===== src/rtl/core/oiir_pkg.sv =====
// Shared types and constants for the op-amp integrator recurrence block.
// Used by oiir_ctrl, oiir_dp and opamp_integrator_iir_step; no dependencies.
package oiir_pkg;

    // Default data format: signed Q8.24
    localparam int DATA_WIDTH_DEF = 32;
    localparam int FRAC_BITS_DEF  = 24;

    // Coefficient registers
    localparam int COEF_W    = 32;
    localparam int NUM_COEF  = 7;
    localparam int CFG_IDX_W = 3;

    // Coefficient / term codes (register index and MAC term order)
    localparam logic [CFG_IDX_W-1:0] K_NODE_PREV     = 3'd0;
    localparam logic [CFG_IDX_W-1:0] K_NODE_IN       = 3'd1;
    localparam logic [CFG_IDX_W-1:0] K_NODE_OUT_PREV = 3'd2;
    localparam logic [CFG_IDX_W-1:0] K_NODE_IN_PREV  = 3'd3;
    localparam logic [CFG_IDX_W-1:0] K_OUT_NODE      = 3'd4;
    localparam logic [CFG_IDX_W-1:0] K_OUT_NODE_PREV = 3'd5;
    localparam logic [CFG_IDX_W-1:0] K_OUT_IN        = 3'd6;

    // MAC step counter: two partial products per term
    localparam int                STEP_W     = 4;
    localparam logic [STEP_W-1:0] STEP_NODE_LAST = 4'd7;
    localparam logic [STEP_W-1:0] STEP_OUT_LAST  = 4'd13;

    typedef enum logic [2:0] {
        ST_IDLE,
        ST_MAC_NODE,
        ST_DRAIN_NODE,
        ST_RND_NODE,
        ST_MAC_OUT,
        ST_DRAIN_OUT,
        ST_RND_OUT
    } t_state;

    // Commands from controller to datapath
    typedef struct packed {
        logic              load;
        logic              mul_en;
        logic              round_node;
        logic              out_write;
        logic [STEP_W-1:0] step;
    } t_cmd;

endpackage


===== src/rtl/core/opamp_integrator_iir_step.sv =====
// Finite-gain op-amp integrator recurrence, one output sample per input.
// Input channel: i_valid / o_stall with i_vin; a transaction is taken at an
// edge with i_valid high and o_stall low. Output channel: o_valid / i_stall
// with o_vout and o_saturated, held stable while i_stall is high.
// Configuration: i_cfg_valid / o_cfg_ready with i_cfg_index and i_cfg_data
// write the seven Q8.24 coefficients; o_cfg_ready is always high and writes
// to index 7 are dropped. Write coefficients only while the block is idle.
// One item is in flight at a time; a new sample is taken the cycle after the
// result enters the output register and o_valid rises. The sequence uses one
// shared 32 x (DATA_WIDTH - DATA_WIDTH/2 + 1) multiplier doing two partial
// products for each of the seven terms, plus a drain state and a round/saturate
// state for each sum. If the output is still held by i_stall when the next
// result is ready, the block waits in its last step and keeps o_stall high.
// Reset (synchronous, active low) clears coefficients, node, output and input
// history to zero and empties the output register.
module opamp_integrator_iir_step #(
    parameter int DATA_WIDTH = oiir_pkg::DATA_WIDTH_DEF,
    parameter int FRAC_BITS  = oiir_pkg::FRAC_BITS_DEF
) (
    input  logic                           i_clk,
    input  logic                           i_rst_n,
    input  logic                           i_valid,
    output logic                           o_stall,
    input  logic signed [DATA_WIDTH-1:0]   i_vin,
    output logic                           o_valid,
    input  logic                           i_stall,
    output logic signed [DATA_WIDTH-1:0]   o_vout,
    output logic                           o_saturated,
    input  logic                           i_cfg_valid,
    output logic                           o_cfg_ready,
    input  logic [oiir_pkg::CFG_IDX_W-1:0] i_cfg_index,
    input  logic [oiir_pkg::COEF_W-1:0]    i_cfg_data
);
    import oiir_pkg::*;

    t_cmd cmd;

    assign o_cfg_ready = 1'b1;

    oiir_ctrl u_ctrl (
        .i_clk   (i_clk),
        .i_rst_n (i_rst_n),
        .i_valid (i_valid),
        .o_stall (o_stall),
        .o_valid (o_valid),
        .i_stall (i_stall),
        .o_cmd   (cmd)
    );

    oiir_dp #(
        .DATA_WIDTH (DATA_WIDTH),
        .FRAC_BITS  (FRAC_BITS)
    ) u_dp (
        .i_clk       (i_clk),
        .i_rst_n     (i_rst_n),
        .i_cmd       (cmd),
        .i_cfg_we    (i_cfg_valid && o_cfg_ready),
        .i_cfg_index (i_cfg_index),
        .i_cfg_data  (i_cfg_data),
        .i_vin       (i_vin),
        .o_vout      (o_vout),
        .o_saturated (o_saturated)
    );

`ifndef SYNTH
    // A new result never overwrites one the receiver is still holding
    a_no_overwrite: assert property (@(posedge i_clk) disable iff (!i_rst_n)
        cmd.out_write |-> !(o_valid && i_stall))
        else $error("result written while output held");

    // No input is taken while the multiplier is busy
    a_busy_stall: assert property (@(posedge i_clk) disable iff (!i_rst_n)
        cmd.mul_en |-> o_stall)
        else $error("input not stalled during MAC");

    // An accepted sample starts the MAC sequence on the next cycle
    a_start_mac: assert property (@(posedge i_clk) disable iff (!i_rst_n)
        (i_valid && !o_stall) |=> (cmd.mul_en && cmd.step == '0))
        else $error("MAC did not start after input transaction");

    // Node rounding is always followed by the output MAC phase
    a_node_then_out: assert property (@(posedge i_clk) disable iff (!i_rst_n)
        cmd.round_node |=> (cmd.mul_en && !cmd.out_write))
        else $error("output MAC did not follow node rounding");
`endif

endmodule


===== src/rtl/core/oiir_ctrl.sv =====
// Sequencer for the integrator recurrence: handshakes and MAC step control.
// Depends on oiir_pkg; drives the command struct of oiir_dp.
module oiir_ctrl (
    input  logic          i_clk,
    input  logic          i_rst_n,
    input  logic          i_valid,
    output logic          o_stall,
    output logic          o_valid,
    input  logic          i_stall,
    output oiir_pkg::t_cmd o_cmd
);
    import oiir_pkg::*;

    t_state            r_state, n_state;
    logic [STEP_W-1:0] r_step, n_step;
    logic              r_out_vld, n_out_vld;
    logic              out_free;

    // Output register can take a new transaction when empty or draining now
    assign out_free = !r_out_vld || !i_stall;

    // Next state and step counter
    always_comb begin
        n_state = r_state;
        n_step  = r_step;
        unique case (r_state)
            ST_IDLE: begin
                if (i_valid) begin
                    n_state = ST_MAC_NODE;
                    n_step  = '0;
                end
            end
            ST_MAC_NODE: begin
                n_step = r_step + STEP_W'(1);
                if (r_step == STEP_NODE_LAST) begin
                    n_state = ST_DRAIN_NODE;
                end
            end
            ST_DRAIN_NODE: n_state = ST_RND_NODE;
            ST_RND_NODE:   n_state = ST_MAC_OUT;
            ST_MAC_OUT: begin
                n_step = r_step + STEP_W'(1);
                if (r_step == STEP_OUT_LAST) begin
                    n_state = ST_DRAIN_OUT;
                end
            end
            ST_DRAIN_OUT:  n_state = ST_RND_OUT;
            ST_RND_OUT: begin
                if (out_free) begin
                    n_state = ST_IDLE;
                end
            end
            default:       n_state = ST_IDLE;
        endcase
    end

    // Command outputs
    always_comb begin
        o_cmd            = '0;
        o_cmd.step       = r_step;
        o_cmd.load       = (r_state == ST_IDLE) && i_valid;
        o_cmd.mul_en     = (r_state == ST_MAC_NODE) || (r_state == ST_MAC_OUT);
        o_cmd.round_node = (r_state == ST_RND_NODE);
        o_cmd.out_write  = (r_state == ST_RND_OUT) && out_free;
        o_stall          = (r_state != ST_IDLE);
    end

    // Set output valid on write, drop it when the transaction is taken
    assign n_out_vld = o_cmd.out_write || (r_out_vld && i_stall);
    assign o_valid   = r_out_vld;

    always_ff @(posedge i_clk) begin
        if (!i_rst_n) begin
            r_state   <= ST_IDLE;
            r_step    <= '0;
            r_out_vld <= 1'b0;
        end else begin
            r_state   <= n_state;
            r_step    <= n_step;
            r_out_vld <= n_out_vld;
        end
    end

endmodule


===== src/rtl/core/oiir_dp.sv =====
// Datapath: coefficient registers, recurrence state, shared split multiplier,
// accumulator and round/saturate unit. Depends on oiir_pkg.
module oiir_dp #(
    parameter int DATA_WIDTH = oiir_pkg::DATA_WIDTH_DEF,
    parameter int FRAC_BITS  = oiir_pkg::FRAC_BITS_DEF
) (
    input  logic                              i_clk,
    input  logic                              i_rst_n,
    input  oiir_pkg::t_cmd                    i_cmd,
    input  logic                              i_cfg_we,
    input  logic [oiir_pkg::CFG_IDX_W-1:0]    i_cfg_index,
    input  logic [oiir_pkg::COEF_W-1:0]       i_cfg_data,
    input  logic signed [DATA_WIDTH-1:0]      i_vin,
    output logic signed [DATA_WIDTH-1:0]      o_vout,
    output logic                              o_saturated
);
    import oiir_pkg::*;

    // Data is split into an unsigned low half and a signed high half
    localparam int LO_W   = DATA_WIDTH / 2;
    localparam int HI_W   = DATA_WIDTH - LO_W;
    localparam int PART_W = HI_W + 1;
    localparam int PROD_W = COEF_W + PART_W;
    localparam int ACC_A  = DATA_WIDTH + COEF_W + 3;
    localparam int ACC_B  = DATA_WIDTH + FRAC_BITS + 1;
    localparam int ACC_W  = (ACC_A > ACC_B) ? ACC_A : ACC_B;
    localparam int SH_W   = ACC_W - FRAC_BITS;

    localparam logic [ACC_W-1:0] HALF =
        {{(ACC_W-1){1'b0}}, 1'b1} << (FRAC_BITS - 1);
    localparam logic [DATA_WIDTH-1:0] SAT_MAX = {1'b0, {(DATA_WIDTH-1){1'b1}}};
    localparam logic [DATA_WIDTH-1:0] SAT_MIN = {1'b1, {(DATA_WIDTH-1){1'b0}}};

    logic signed [COEF_W-1:0]     r_coef [NUM_COEF];
    logic signed [DATA_WIDTH-1:0] r_x;
    logic signed [DATA_WIDTH-1:0] r_node_prev;
    logic signed [DATA_WIDTH-1:0] r_out_prev;
    logic signed [DATA_WIDTH-1:0] r_in_prev;
    logic signed [DATA_WIDTH-1:0] r_node;
    logic signed [DATA_WIDTH-1:0] r_vout;
    logic                         r_sat;
    logic                         r_clip;
    logic signed [ACC_W-1:0]      r_acc;
    logic signed [PROD_W-1:0]     r_prod;
    logic                         r_prod_vld;
    logic                         r_prod_hi;

    logic [CFG_IDX_W-1:0]         term;
    logic signed [COEF_W-1:0]     coef_sel;
    logic signed [DATA_WIDTH-1:0] data_sel;
    logic signed [PART_W-1:0]     part_op;
    logic signed [PROD_W-1:0]     prod;
    logic signed [ACC_W-1:0]      addend;
    logic signed [ACC_W-1:0]      rnd_sum;
    logic [SH_W-1:0]              rnd_sh;
    logic [SH_W-DATA_WIDTH:0]     rnd_top;
    logic                         fits;
    logic [DATA_WIDTH-1:0]        sat_val;

    // Select coefficient and data word for the current term
    assign term = i_cmd.step[STEP_W-1:1];

    always_comb begin
        unique case (term)
            K_NODE_PREV: begin
                coef_sel = r_coef[K_NODE_PREV];
                data_sel = r_node_prev;
            end
            K_NODE_IN: begin
                coef_sel = r_coef[K_NODE_IN];
                data_sel = r_x;
            end
            K_NODE_OUT_PREV: begin
                coef_sel = r_coef[K_NODE_OUT_PREV];
                data_sel = r_out_prev;
            end
            K_NODE_IN_PREV: begin
                coef_sel = r_coef[K_NODE_IN_PREV];
                data_sel = r_in_prev;
            end
            K_OUT_NODE: begin
                coef_sel = r_coef[K_OUT_NODE];
                data_sel = r_node;
            end
            K_OUT_NODE_PREV: begin
                coef_sel = r_coef[K_OUT_NODE_PREV];
                data_sel = r_node_prev;
            end
            K_OUT_IN: begin
                coef_sel = r_coef[K_OUT_IN];
                data_sel = r_x;
            end
            default: begin
                coef_sel = '0;
                data_sel = '0;
            end
        endcase
    end

    // Odd steps take the signed high half, even steps the unsigned low half
    assign part_op = i_cmd.step[0]
        ? $signed({data_sel[DATA_WIDTH-1], data_sel[DATA_WIDTH-1:LO_W]})
        : $signed({{(PART_W-LO_W){1'b0}}, data_sel[LO_W-1:0]});

    assign prod = coef_sel * part_op;

    // Align the registered partial product
    always_comb begin
        addend = $signed({{(ACC_W-PROD_W){r_prod[PROD_W-1]}}, r_prod});
        if (r_prod_hi) begin
            addend = addend <<< LO_W;
        end
    end

    // Round half up, drop fraction bits, clamp to the data range
    assign rnd_sum = r_acc + $signed(HALF);
    assign rnd_sh  = rnd_sum[ACC_W-1:FRAC_BITS];
    assign rnd_top = rnd_sh[SH_W-1:DATA_WIDTH-1];
    assign fits    = (&rnd_top) || !(|rnd_top);
    assign sat_val = fits ? rnd_sh[DATA_WIDTH-1:0]
                          : (rnd_sh[SH_W-1] ? SAT_MIN : SAT_MAX);

    // Coefficient registers
    always_ff @(posedge i_clk) begin
        if (!i_rst_n) begin
            for (int k = 0; k < NUM_COEF; k++) begin
                r_coef[k] <= '0;
            end
        end else if (i_cfg_we && (i_cfg_index < CFG_IDX_W'(NUM_COEF))) begin
            r_coef[i_cfg_index] <= i_cfg_data;
        end
    end

    // Multiplier stage
    always_ff @(posedge i_clk) begin
        if (!i_rst_n) begin
            r_prod_vld <= 1'b0;
        end else begin
            r_prod_vld <= i_cmd.mul_en;
        end
    end

    always_ff @(posedge i_clk) begin
        if (i_cmd.mul_en) begin
            r_prod    <= prod;
            r_prod_hi <= i_cmd.step[0];
        end
    end

    // Accumulator: clear at start of each sum, add each partial product
    always_ff @(posedge i_clk) begin
        if (i_cmd.load || i_cmd.round_node) begin
            r_acc <= '0;
        end else if (r_prod_vld) begin
            r_acc <= r_acc + addend;
        end
    end

    // Latch input sample and node value; track clipping for this item
    always_ff @(posedge i_clk) begin
        if (i_cmd.load) begin
            r_x <= i_vin;
        end
        if (i_cmd.round_node) begin
            r_node <= sat_val;
        end
    end

    always_ff @(posedge i_clk) begin
        if (!i_rst_n) begin
            r_clip <= 1'b0;
        end else if (i_cmd.load) begin
            r_clip <= 1'b0;
        end else if (i_cmd.round_node) begin
            r_clip <= r_clip | !fits;
        end
    end

    // Advance recurrence state when the result is written
    always_ff @(posedge i_clk) begin
        if (!i_rst_n) begin
            r_node_prev <= '0;
            r_out_prev  <= '0;
            r_in_prev   <= '0;
        end else if (i_cmd.out_write) begin
            r_node_prev <= r_node;
            r_out_prev  <= sat_val;
            r_in_prev   <= r_x;
        end
    end

    // Output payload register
    always_ff @(posedge i_clk) begin
        if (i_cmd.out_write) begin
            r_vout <= sat_val;
            r_sat  <= r_clip | !fits;
        end
    end

    assign o_vout      = r_vout;
    assign o_saturated = r_sat;

endmodule


===== config.mk =====
export PLATFORM = sky130hd
export DESIGN_NAME = opamp_integrator_iir_step
export DESIGN_NICKNAME = d
export VERILOG_FILES = /design/src/rtl/core/oiir_pkg.sv /design/src/rtl/core/opamp_integrator_iir_step.sv /design/src/rtl/core/oiir_ctrl.sv /design/src/rtl/core/oiir_dp.sv
export SDC_FILE = /design/constraint.sdc
export NUM_CORES = 2
export LEC_CHECK = 0
export BUFFER_PORTS_ARGS = -buffer_cell sky130_fd_sc_hd__buf_2
export CAP_MARGIN = 15
export CORE_MARGIN = 1
export CORE_UTILIZATION = 31
export CTS_BUF_LIST = sky130_fd_sc_hd__clkbuf_2
export DETAILED_ROUTE_END_ITERATION = 7
export GPL_TIMING_DRIVEN = 0
export PLACE_DENSITY = 0.41
export SYNTH_ARGS = -nofsm -noshare
export SYNTH_HDL_FRONTEND = slang
export SYNTH_SLANG_ARGS = --single-unit

===== constraint.sdc =====
create_clock -name i_clk -period 12.5 [get_ports i_clk]
set_input_delay 0.625 -clock i_clk [delete_from_list [all_inputs] [get_ports i_clk]]
set_output_delay 0.625 -clock i_clk [all_outputs]
set_load 0.02 [all_outputs]

==> impl_metrics.prom <==
# TYPE chip_impl_metric gauge
chip_impl_info{name="status",value="completed"} 1
chip_impl_metric{name="floorplan.initialDensity",unit="%"} 31.23
chip_impl_info{name="hp-class",value="in -> reg"} 1
chip_impl_metric{name="cts_buffers",unit=""} 153
chip_impl_info{name="cts_tree",value="yes"} 1
chip_impl_metric{name="synth.cell_area",unit="um^2"} 46170
chip_impl_metric{name="fmaxAchievable",unit="GHz"} 0.08458
chip_impl_metric{name="cts-htree-levels",unit=""} 4
chip_impl_metric{name="source_to_sink_clock_delay_at_the_later_pin_of_the_worst_skew_pair",unit="ps"} 1650
chip_impl_metric{name="syn_area_per_cell",unit="um^2"} 9.422
chip_impl_info{name="r2r_start",value="u_ctrl.r_step[1]"} 1
chip_impl_info{name="critical_path_class",value="reg -> reg"} 1
chip_impl_metric{name="globalRoute.totalOverflow",unit=""} 0
chip_impl_metric{name="total_number_of_clock_tree_sinks",unit=""} 544
chip_impl_metric{name="die_height",unit="um"} 387.9
chip_impl_metric{name="finalCoreUtilization",unit="%"} 35.83
chip_impl_metric{name="ctsLongestPathBuffers",unit=""} 3
chip_impl_metric{name="dieArea",unit="um^2"} 150500
chip_impl_metric{name="cell_rows",unit=""} 141
chip_impl_info{name="critical_path.endpoint_type",value="flop"} 1
chip_impl_metric{name="cap_viol_max_count",unit=""} 0
chip_impl_metric{name="register_area_share_after_synthesis",unit="%"} 30.94
chip_impl_metric{name="final_cell_area",unit="um^2"} 52970
chip_impl_metric{name="place_hpwl",unit="um"} 142300
chip_impl_metric{name="report.final.setup_viol",unit=""} 0
chip_impl_metric{name="syn-num-nets",unit=""} 5678
chip_impl_metric{name="arrival",unit="ps"} 13230
chip_impl_metric{name="detailedRoute.firstPassIterationCount",unit=""} 6
chip_impl_metric{name="cp.required",unit="ps"} 13900
chip_impl_metric{name="antenna_left",unit=""} 0
chip_impl_metric{name="final_layout_size_suffix_gt1_share",unit="%"} 9.809
chip_impl_metric{name="netlist_instances",unit=""} 4900
chip_impl_metric{name="initialDrtViolationCount",unit=""} 2710
chip_impl_metric{name="max_stage_delay",unit="ps"} 870
chip_impl_metric{name="worst_ir_drop_vdd",unit="V"} 0.0001383
chip_impl_metric{name="via_count",unit=""} 37260
chip_impl_info{name="root_buffer_cell",value="clkbuf_2"} 1
chip_impl_metric{name="ios",unit=""} 108
chip_impl_metric{name="flow.area_growth_from_synthesis",unit="%"} 14.74
chip_impl_metric{name="io_buffers",unit=""} 105
chip_impl_metric{name="slew_violations",unit=""} 0
chip_impl_metric{name="r2r_setup_slack",unit="ps"} 680
chip_impl_info{name="rsz0062_at_grt",value="false"} 1
chip_impl_metric{name="yosysWarnings",unit=""} 0
chip_impl_info{name="hold_path.startpoint",value="i_vin[10]"} 1
chip_impl_metric{name="finalSetupTns",unit="ps"} 0
chip_impl_metric{name="design.core.area",unit="um^2"} 147800
chip_impl_metric{name="synth_seq_cells",unit=""} 544
chip_impl_metric{name="relSlewSlack",unit="%"} 18.05
chip_impl_metric{name="design.final.nets",unit=""} 6151
chip_impl_info{name="worstSetupStartpointType",value="flop"} 1
chip_impl_metric{name="final_min_period_over_clock_period",unit="%"} 94.59
chip_impl_metric{name="final_hold_viol_count",unit=""} 0
chip_impl_metric{name="synth_cell_type_count",unit=""} 84
chip_impl_info{name="critical_path.slowest_cell",value="clkbuf_1"} 1
chip_impl_metric{name="n_fill_cell",unit=""} 15540
chip_impl_metric{name="drt-total-wl",unit="um"} 180100
chip_impl_metric{name="edff_count_synth",unit=""} 339
chip_impl_metric{name="die_extent_in_x",unit="um"} 387.9
chip_impl_metric{name="transition_at_the_pin_with_the_smallest_max_transition_slack",unit="ps"} 1229
chip_impl_metric{name="final.setup_skew",unit="ps"} 149.3
chip_impl_metric{name="p_total",unit="W"} 0.01051
chip_impl_metric{name="gp_routability_congestion",unit=""} 0.9173
chip_impl_metric{name="power_leakage",unit="nW"} 22.72
chip_impl_metric{name="power_per_cell_area",unit="nW/um^2"} 198.3
chip_impl_metric{name="grt_max_degree",unit=""} 45
chip_impl_metric{name="total_grt_usage",unit="%"} 23.95
chip_impl_metric{name="placed_area",unit="um^2"} 49750
chip_impl_metric{name="wl_per_cell",unit="um"} 24.23
chip_impl_metric{name="postSynth.asyncResetShare",unit="%"} 0
chip_impl_metric{name="timing.final.crit_period",unit="ps"} 11820
chip_impl_metric{name="first_global_vias",unit=""} 38220
chip_impl_info{name="synth_top_flop_cell",value="edfxtp_1"} 1
chip_impl_metric{name="global_route_wire_length_before_repair",unit="um"} 262700
chip_impl_metric{name="drc",unit=""} 0
chip_impl_metric{name="grt_antenna_before_repair",unit=""} 7
chip_impl_metric{name="clkSlewWorstSetupHoldPaths",unit="ps"} 120
chip_impl_info{name="timing.critical_path.mode_cell",value="fa_1"} 1
chip_impl_metric{name="avgViaCountPerCell",unit=""} 5.013
chip_impl_metric{name="timing.critical_path.fanout_max",unit=""} 10
chip_impl_info{name="crit_start",value="u_ctrl.r_step[1]"} 1
[routing by layer]
layer	part of all wire (%)	vias up	global-route usage [%]	routed length [um]
met3	5.8	257	3.765	10380
met1	46	18630	33.23	82990
met5	0	-	0	0
met4	2.8	0	7.251	5011
met2	45	1124	38.23	81700
li1	-	17250	-	-
[where the power goes]
| part | switching (W) | total [W] | internal [W] |
|---|---|---|---|
| registers | 0.000217 | 0.00256 | 0.00234 |
| logic | 0.00395 | 0.00650 | 0.00256 |
| clock network | 0.000905 | 0.00144 | 0.000537 |
[sequential cells by signal, indices dropped and copies added (netlist names)]
register	count
u_ctrl.o_valid	1
u_ctrl.r_state	3
u_ctrl.r_step	4
u_dp.o_saturated	1
u_dp.o_vout	32
u_dp.r_acc	67
u_dp.r_clip	1
u_dp.r_coef	224
u_dp.r_in_prev	32
u_dp.r_node	32
u_dp.r_node_prev	32
u_dp.r_out_prev	32
u_dp.r_prod	49
u_dp.r_prod_hi	1
u_dp.r_prod_vld	1
u_dp.r_x	32
[kinds of logic after synthesis]
group	after synthesis	share of synthesized area, %
compound gates	849	12.43
xor+xnor	136	2.580
fa+ha+maj	706	27.62
buf+inv	863	7.155
flops	544	30.94
mux	176	4.109
other cells	1	0.008123
simple gates	1625	15.16
[stage by stage]
step / setup slack [ps] / instances / hold slack (ps)
2_1_floorplan: 3646 / 4900 / 421.1
3_3_place_gp: -1985 / 6935 / 441.7
3_5_place_dp: 452.1 / 6978 / 450.7
4_1_cts: 422.8 / 7425 / 8.604
5_1_grt: 7.658 / 7430 / 100.1
6_report: 676.6 / 7433 / 217.9
[final timing paths]
kind / end / cells after the start
max: u_dp.r_prod[48] / 31
min: u_dp.r_x[10] / 3
max reg2reg: u_dp.r_prod[48] / 31
min reg2reg: u_dp.r_clip / 2
[critical path, delay by kind of cell (launching register included)]
family          cells  cell delay, ps
simple gates        5            1320
fa+ha+maj           7            3470
flops               1             340
buf+inv            10            3300
compound gates      9            3080
[cell usage after synthesis (7+ instances only)]
library cell,count,area share [%]
and3_1,35,0.47
nor4_1,8,0.11
buf_4,9,0.15
buf_2,17,0.18
a211oi_1,33,0.54
a221oi_1,19,0.36
dfxtp_1,205,8.9
a31oi_1,27,0.37
nor3_1,26,0.28
nand2b_1,57,0.77
nand2_1,619,5.0
o22ai_1,19,0.26
mux2i_1,122,2.6
a21oi_1,223,2.4
nand4_1,27,0.37
o31ai_1,10,0.16
nand3_1,64,0.69
a21boi_0,104,1.7
o211ai_1,15,0.24
xor2_1,47,0.89
o21bai_1,18,0.29
ha_1,184,5.0
a211o_1,9,0.17
edfxtp_1,339,22
a22oi_1,38,0.62
o21ai_1,8,0.087
or2_2,8,0.11
fa_1,522,23
o21a_1,22,0.36
mux2_2,48,1.2
buf_1,26,0.21
a22o_1,52,0.99
and4_1,13,0.25
or3_1,7,0.095
nor2b_1,46,0.62
nor2_1,636,5.2
a221o_1,13,0.28
inv_1,608,4.9
and2_1,60,0.81
o221ai_1,7,0.13
clkbuf_1,199,1.6
xnor2_1,89,1.7
o21ai_0,98,1.1
a21o_1,82,1.3
[placed cells by master, fill, tap and decap left out, types with 89 or more instances in the layout]
cell type	synthesis	routed
ha_1	184	184
a21boi_0	104	104
clkbuf_1	199	198
mux2i_1	122	122
nor2_1	636	634
dlygate4sd3_1	0	170
inv_1	608	606
clkbuf_2	1	228
fa_1	522	522
nand2_1	619	614
o21ai_0	98	96
a21oi_1	223	222
buf_2	17	125
dfxtp_1	205	205
edfxtp_1	339	339
xnor2_1	89	89
[what timing repair did]
action                                  CTS  global route
resized for setup                         0             2
hold endpoints to repair                406             0
buffers inserted                          0             0
endpoints found under the setup margin    0             2
hold buffers                            170             0
[cell type report]
type                            count  area [um^2]  share of cell area (%)
Multi-Input combinational cell   3493        28730                   54.23
Antenna cell                        8        20.02                 0.03779
Clock inverter                     52        372.9                  0.7039
Inverter                          610         2290                   4.322
Timing Repair Buffer              318         2724                   5.142
Tap cell                         1930         2415                   4.559
Clock buffer                      225         1126                   2.126
Buffer                            253         1016                   1.918
Sequential cell                   544        14280                   26.96
No activity file was read; power rests on OpenSTA's default activity.
